<file path="src/rtl/l3d_pkg.sv">
// Shared types for the 3D line point generator.
// No dependencies; used by l3d_axis_diff, line_point_generator_3d_unit and line_voxel_checker.
`default_nettype none

package l3d_pkg;

	// axis codes, also the index into per-axis registers
	typedef enum logic [1:0] {
		AXIS_X = 2'd0,
		AXIS_Y = 2'd1,
		AXIS_Z = 2'd2
	} axis_t;

endpackage

`default_nettype wire

</file>
<file path="src/rtl/l3d_axis_diff.sv">
// Shared absolute-difference unit: one axis per cycle, chosen by sel.
// Depends on l3d_pkg (axis_t).
`default_nettype none

module l3d_axis_diff #(
	parameter int COORD_BITS = 6
) (
	input  wire [2:0][COORD_BITS-1:0] a_coords,
	input  wire [2:0][COORD_BITS-1:0] b_coords,
	input  l3d_pkg::axis_t            sel,
	output logic [COORD_BITS-1:0]     abs_diff,
	output logic                      neg
);

	logic [COORD_BITS-1:0] a_sel;
	logic [COORD_BITS-1:0] b_sel;
	logic [COORD_BITS:0]   diff;

	always_comb begin
		case (sel)
			l3d_pkg::AXIS_X: begin
				a_sel = a_coords[0];
				b_sel = b_coords[0];
			end
			l3d_pkg::AXIS_Y: begin
				a_sel = a_coords[1];
				b_sel = b_coords[1];
			end
			l3d_pkg::AXIS_Z: begin
				a_sel = a_coords[2];
				b_sel = b_coords[2];
			end
			default: begin
				a_sel = a_coords[0];
				b_sel = b_coords[0];
			end
		endcase
	end

	// b - a with borrow; borrow set means the end lies below the start
	assign diff     = {1'b0, b_sel} - {1'b0, a_sel};
	assign neg      = diff[COORD_BITS];
	assign abs_diff = neg ? (a_sel - b_sel) : diff[COORD_BITS-1:0];

endmodule

`default_nettype wire

</file>
<file path="src/rtl/line_point_generator_3d_unit.sv">
// 3D Bresenham line generator: emits every voxel from start to end point.
// After an input beat is taken, the sequencer works out the three axis deltas one axis
// at a time through one shared subtractor (ST_DELTA), picks the major axis (ST_MAJOR),
// then emits one point per cycle from the step logic while out_stall is low (ST_RUN);
// in_stall holds off a new line until the last point of the current one is taken.
// Reset (arst_n low, asynchronous): sequencer idle, no point pending.
`default_nettype none

module line_point_generator_3d_unit #(
	parameter int COORD_BITS = 6
) (
	input  wire                   clk,
	input  wire                   arst_n,
	input  wire                   in_valid,
	output logic                  in_stall,
	input  wire [COORD_BITS-1:0]  start_x,
	input  wire [COORD_BITS-1:0]  start_y,
	input  wire [COORD_BITS-1:0]  start_z,
	input  wire [COORD_BITS-1:0]  end_x,
	input  wire [COORD_BITS-1:0]  end_y,
	input  wire [COORD_BITS-1:0]  end_z,
	output logic                  out_valid,
	input  wire                   out_stall,
	output logic [COORD_BITS-1:0] point_x,
	output logic [COORD_BITS-1:0] point_y,
	output logic [COORD_BITS-1:0] point_z,
	output logic                  last_point
);

	// error stays in [-M, M) and error plus step in [-M, 3M), with M < 2^COORD_BITS
	localparam int EW = COORD_BITS + 3;

	typedef enum logic [1:0] {
		ST_IDLE,
		ST_DELTA,
		ST_MAJOR,
		ST_RUN
	} state_t;

	state_t                      state_q;
	l3d_pkg::axis_t              ax_q;
	l3d_pkg::axis_t              major_q;
	l3d_pkg::axis_t              major_d;
	logic [2:0][COORD_BITS-1:0]  pos_q;
	logic [2:0][COORD_BITS-1:0]  fin_q;
	logic [2:0][COORD_BITS-1:0]  dlt_q;
	logic [2:0]                  neg_q;
	logic [2:0][EW-1:0]          err_q;
	logic [2:0][EW-1:0]          err_d;
	logic [2:0][COORD_BITS-1:0]  pos_d;
	logic [COORD_BITS-1:0]       m_q;
	logic [COORD_BITS-1:0]       m_d;
	logic [COORD_BITS-1:0]       rem_q;
	logic [COORD_BITS-1:0]       diff_abs;
	logic                        diff_neg;
	logic                        out_take;

	l3d_axis_diff #(
		.COORD_BITS(COORD_BITS)
	) u_diff (
		.a_coords (pos_q),
		.b_coords (fin_q),
		.sel      (ax_q),
		.abs_diff (diff_abs),
		.neg      (diff_neg)
	);

	assign in_stall   = (state_q != ST_IDLE);
	assign out_valid  = (state_q == ST_RUN);
	assign out_take   = out_valid && !out_stall;
	assign point_x    = pos_q[0];
	assign point_y    = pos_q[1];
	assign point_z    = pos_q[2];
	assign last_point = (rem_q == '0);

	// driving axis: ties go to the lower axis
	always_comb begin
		major_d = l3d_pkg::AXIS_X;
		m_d     = dlt_q[0];
		if (dlt_q[1] > m_d) begin
			major_d = l3d_pkg::AXIS_Y;
			m_d     = dlt_q[1];
		end
		if (dlt_q[2] > m_d) begin
			major_d = l3d_pkg::AXIS_Z;
			m_d     = dlt_q[2];
		end
	end

	// next point: major axis always moves, minor axes move once error reaches M
	always_comb begin
		logic [EW-1:0] sum;
		logic [EW-1:0] m_ext;
		logic [EW-1:0] m_twice;
		logic          mv;
		m_ext   = EW'(m_q);
		m_twice = EW'({m_q, 1'b0});
		for (int a = 0; a < 3; a++) begin
			sum = err_q[a] + EW'({dlt_q[a], 1'b0});
			if (major_q == l3d_pkg::axis_t'(2'(a))) begin
				mv       = 1'b1;
				err_d[a] = err_q[a];
			end else if ($signed(sum) >= $signed(m_ext)) begin
				mv       = 1'b1;
				err_d[a] = sum - m_twice;
			end else begin
				mv       = 1'b0;
				err_d[a] = sum;
			end
			if (!mv)
				pos_d[a] = pos_q[a];
			else if (neg_q[a])
				pos_d[a] = pos_q[a] - COORD_BITS'(1);
			else
				pos_d[a] = pos_q[a] + COORD_BITS'(1);
		end
	end

	always_ff @(posedge clk or negedge arst_n) begin
		if (!arst_n) begin
			state_q <= ST_IDLE;
			ax_q    <= l3d_pkg::AXIS_X;
		end else begin
			case (state_q)
				ST_IDLE: begin
					if (in_valid) begin
						state_q <= ST_DELTA;
						ax_q    <= l3d_pkg::AXIS_X;
					end
				end
				ST_DELTA: begin
					case (ax_q)
						l3d_pkg::AXIS_X: ax_q <= l3d_pkg::AXIS_Y;
						l3d_pkg::AXIS_Y: ax_q <= l3d_pkg::AXIS_Z;
						default: begin
							ax_q    <= l3d_pkg::AXIS_X;
							state_q <= ST_MAJOR;
						end
					endcase
				end
				ST_MAJOR: begin
					state_q <= ST_RUN;
				end
				ST_RUN: begin
					if (out_take && last_point)
						state_q <= ST_IDLE;
				end
				default: begin
					state_q <= ST_IDLE;
				end
			endcase
		end
	end

	// datapath registers, no reset
	always_ff @(posedge clk) begin
		case (state_q)
			ST_IDLE: begin
				if (in_valid) begin
					pos_q <= {start_z, start_y, start_x};
					fin_q <= {end_z, end_y, end_x};
				end
			end
			ST_DELTA: begin
				dlt_q[ax_q] <= diff_abs;
				neg_q[ax_q] <= diff_neg;
			end
			ST_MAJOR: begin
				major_q <= major_d;
				m_q     <= m_d;
				rem_q   <= m_d;
				err_q   <= '0;
			end
			ST_RUN: begin
				if (out_take && !last_point) begin
					pos_q <= pos_d;
					err_q <= err_d;
					rem_q <= rem_q - COORD_BITS'(1);
				end
			end
			default: begin
			end
		endcase
	end

endmodule

`default_nettype wire

</file>
<file path="config.mk">
export PLATFORM = sky130hd
export DESIGN_NAME = line_point_generator_3d_unit
export DESIGN_NICKNAME = d
export VERILOG_FILES = /design/src/rtl/l3d_pkg.sv /design/src/rtl/l3d_axis_diff.sv /design/src/rtl/line_point_generator_3d_unit.sv
export SDC_FILE = /design/constraint.sdc
export NUM_CORES = 1
export LEC_CHECK = 0
export ABC_AREA = 1
export BUFFER_PORTS_ARGS = -buffer_cell sky130_fd_sc_hd__buf_2
export CAP_MARGIN = 20
export CORE_MARGIN = 2
export CORE_UTILIZATION = 57
export CTS_BUF_LIST = sky130_fd_sc_hd__clkbuf_2
export CTS_CLUSTER_SIZE = 10
export DETAILED_ROUTE_END_ITERATION = 6
export PLACE_DENSITY_LB_ADDON = 0.1
export SLEW_MARGIN = 20
export SYNTH_ARGS = -nofsm -noshare
export SYNTH_HDL_FRONTEND = slang
export SYNTH_SLANG_ARGS = --single-unit
export TNS_END_PERCENT = 20
</file>
<file path="constraint.sdc">
create_clock -name clk -period 2.65 [get_ports clk]
set_input_delay 0.265 -clock clk [delete_from_list [all_inputs] [get_ports clk]]
set_output_delay 0.265 -clock clk [all_outputs]
set_load 0.02 [all_outputs]
</file>
==> results.py <==
metrics = {
    "timing": {
        "slew_violations": 0,
        "skew_ns": 0.03971,
        "period_share_pct": 119.6,
        "max_slew.worst_pin.slew_ns": 0.6558,
        "finalSetupViolCount": 66,
        "min_period_ns": 3.169,
        "grt_setup_unrepaired": "yes",
        "finalWorstSetupSlack_ns": -0.5186,
        "relSlewSlack_pct": 56.23,
        "final_hold_viol_count": 0,
        "fmax_mhz": 315.6,
    },
    "placed_design": {
        "dp_slack_ns": -0.4491,
        "placed_cell_area_um2": 9330,
        "portBuffers": 60,
        "gp_congestion": 0.9303,
        "detailed_place_hpwl_um": 15200,
    },
    "clock_tree": {
        "htreeDepth": 3,
        "clock_latency_ns": 0.67,
        "clockBufferDepth": 2,
        "tritoncts": "yes",
        "root_buffer": "clkbuf_2",
        "cts_made_buffers": 9,
        "clkSinkCount": 99,
        "clk_pin_slew_ns": 0.32,
    },
    "detailed_routing": {
        "wl_per_cell_um": 17.13,
        "drc_errors": 0,
        "via_count": 7507,
        "ant_nets": 0,
        "drtIter0Drc": 544,
        "firstDrtPassIters": 5,
        "wirelength_um": 23300,
        "via_per_inst": 5.520,
    },
    "layout": {
        "fin_area_um2": 10780,
        "syn2layout_area_growth_pct": 35.76,
        "drive_above_1_share_pct": 33.73,
        "fillers": 921,
        "final_nets": 1322,
        "antennaDiodeCount": 0,
    },
    "floorplan": {
        "ios": 61,
        "die-area_um2": 14890,
        "num_rows": 43,
        "fp.dieW_um": 122.0,
        "die_h_um": 122.0,
        "start_util_pct": 57.87,
        "core-area_um2": 13720,
    },
    "global_route": {
        "antenna_found_initial": 0,
        "grt_max_degree": 36,
        "grt_pass1_wl_um": 34300,
        "globalRouteOverflowTotal": 0,
        "grtUsageTotal_pct": 29.92,
        "grt_pass1_vias": 7124,
    },
    "synthesis": {
        "yosys_register_bits": 99,
        "ys.flop_type": "edfxtp_1",
        "synth.distinct_cells": 36,
        "syn_inst": 934,
        "synth-simple-area-share_pct": 23.09,
        "async_flop_share_pct": 4.040,
        "synth-compound-area-share_pct": 9.740,
        "synth_mux_area_share_pct": 0.1261,
        "synthesis.area_um2": 7939,
        "synth_top_area_share_pct": 35.93,
        "synthAdderAreaFrac_pct": 17.90,
        "synth_warnings": 0,
        "synth_xor_area_share_pct": 4.303,
        "synthTopCellsByArea": "edfxtp_1 36%, ha_1 15%, nand2_1 11%",
        "yosysSeqAreaShare_pct": 37.19,
        "synth_fp_nets": 1081,
        "synth_edf_count": 95,
        "yosys.area.top_type": "edfxtp_1",
        "synth.avg_cell_area_um2": 8.500,
        "synth_top_family_by_area": "simple AND/OR/NAND/NOR gates",
    },
    "worst_setup_path": {
        "critPathSlowestCell": "edfxtp_1",
        "crit_type": "reg -> reg",
        "slowest_delay_ns": 0.49,
        "start_kind": "flop",
        "cp_common_cell": "nand2_4",
        "crit_required_ns": 3.07,
        "crit_fanout": 7,
        "crit_arrival_ns": 3.59,
        "cp-end-kind": "flop",
        "critical_path_buf_inv_count": 2,
        "crit_chain": "buf_6, inv_2, ha_4, nor2_1, o21ai_2, o211ai_4, nand2_4, nand2_4, and2_4, ha_4, nand2_4, nor2_4, o21ai_2, o211ai_1, nand2_2, or2_1, nand3_2, o21ai_1",
        "crit_family": "simple AND/OR/NAND/NOR gates",
    },
    "run_status": {
        "outcome": "finished with violations",
        "violations": "setup timing",
    },
    "worst_hold_path": {
        "min_path_type": "in -> reg",
    },
    "flow_run": {
        "maxCapViolations": 0,
    },
}
[routing by layer]
layer  part of all wire (%)  GRT usage [%]
met5                      0              0
met4                    4.0          13.15
met3                    5.1          3.792
met2                     50          52.97
met1                     40          36.50
[stage by stage]
step / hold WS (ns) / setup TNS, ns / std cells / utilization, %
CTS: 0.04486 / -7.159 / 1353 / 75.93
floorplan: -0.03059 / -3.549 / 934 / -
global placement: 0.07717 / -15.95 / 1286 / 68.01
global route: 0.09298 / -23.92 / 1360 / 78.56
detailed placement: 0.07765 / -19.39 / 1286 / 68.01
finish: 0.09650 / -13.82 / 1360 / 78.56
[cell usage after synthesis (all sizes together) (6+ instances only)]
cell type	instances
nand2	237
inv	125
nand3	97
ha	96
edfxtp	95
a21oi	78
o21ai	49
nor2	30
xor2	25
nand4	15
xnor2	14
buf	12
and2	11
fa	11
clkbuf	8
a31oi	6
nand3b	6
[what timing repair did]
action,CTS,global route
buffers inserted,12,7
gates cloned,0,0
endpoints found under the hold margin,42,0
pin swaps,45,40
resized for setup,109,66
endpoints found under the setup margin,74,74
hold buffers,39,0
[worst reg2reg max path, stage by stage, from the launching register on]
cell and delay, ns:
edfxtp_1 0.49, buf_6 0.14, inv_2 0.07, ha_4 0.13, nor2_1 0.05, o21ai_2 0.17, o211ai_4 0.18, nand2_4 0.20
nand2_4 0.08, and2_4 0.18, ha_4 0.29, nand2_4 0.07, nor2_4 0.13, o21ai_2 0.07, o211ai_1 0.10, nand2_2 0.15
or2_1 0.28, nand3_2 0.07, o21ai_1 0.07
[placed cells by master, fill, tap and decap left out, types with 7 or more instances in the layout]
| cell | count |
|---|---|
| a21oi_2 | 27 |
| nand2_1 | 210 |
| buf_2 | 60 |
| inv_2 | 18 |
| nand2_4 | 11 |
| nand2_2 | 16 |
| ha_4 | 22 |
| nor2_1 | 24 |
| o21ai_1 | 7 |
| o21ai_0 | 38 |
| nand3_1 | 61 |
| xor2_1 | 22 |
| and2_4 | 8 |
| nand3_2 | 30 |
| fa_1 | 7 |
| ha_1 | 68 |
| dlygate4sd3_1 | 39 |
| clkbuf_2 | 9 |
| xnor2_1 | 12 |
| buf_4 | 144 |
| inv_1 | 106 |
| nand4_1 | 15 |
| a21oi_1 | 46 |
| edfxtp_1 | 95 |
[state kept, by name, indices dropped and copies added, names as in the netlist]
name     flops
err_q       24
dlt_q       18
fin_q       18
m_q          6
point_x      6
point_y      6
point_z      6
rem_q        6
neg_q        3
ax_q         2
major_q      2
state_q      2
[cell type report]
cell class / instances / area, µm² / area share [%]
multi-input combinational: 690 / 5166 / 47.93
timing repair buffer: 250 / 1868 / 17.33
sequential: 99 / 2953 / 27.40
clock inverter: 7 / 48.80 / 0.4528
clock buffer: 9 / 45.04 / 0.4179
inverter: 125 / 471.7 / 4.377
tap: 180 / 225.2 / 2.090
[path summary, 6_finish.rpt]
path,startpoint,to,slack [ns],depth (start not counted)
max in group asynchronous,arst_n,state_q[0],1.99,3
min in group asynchronous,arst_n,ax_q[0],0.49,3
worst min-delay path,out_stall,state_q[1],0.1,6
worst max-delay path,dlt_q[6],rem_q[2],-0.52,18
worst min register to register,rem_q[0],rem_q[0],0.65,1
worst max register to register,dlt_q[6],rem_q[2],-0.52,18
[cell families after synthesis]
| kind of cell | count (synthesis) |
|---|---|
| buffers and inverters | 145 |
| DFF | 99 |
| adders and majority gates | 107 |
| muxes | 1 |
| AOI/OAI and AO/OA | 141 |
| xor gates and xnor gates | 39 |
| and+or+nand+nor | 402 |
Power is not shown: default switching activity piles up to over one toggle a cycle in this logic, so the estimate is an artifact.
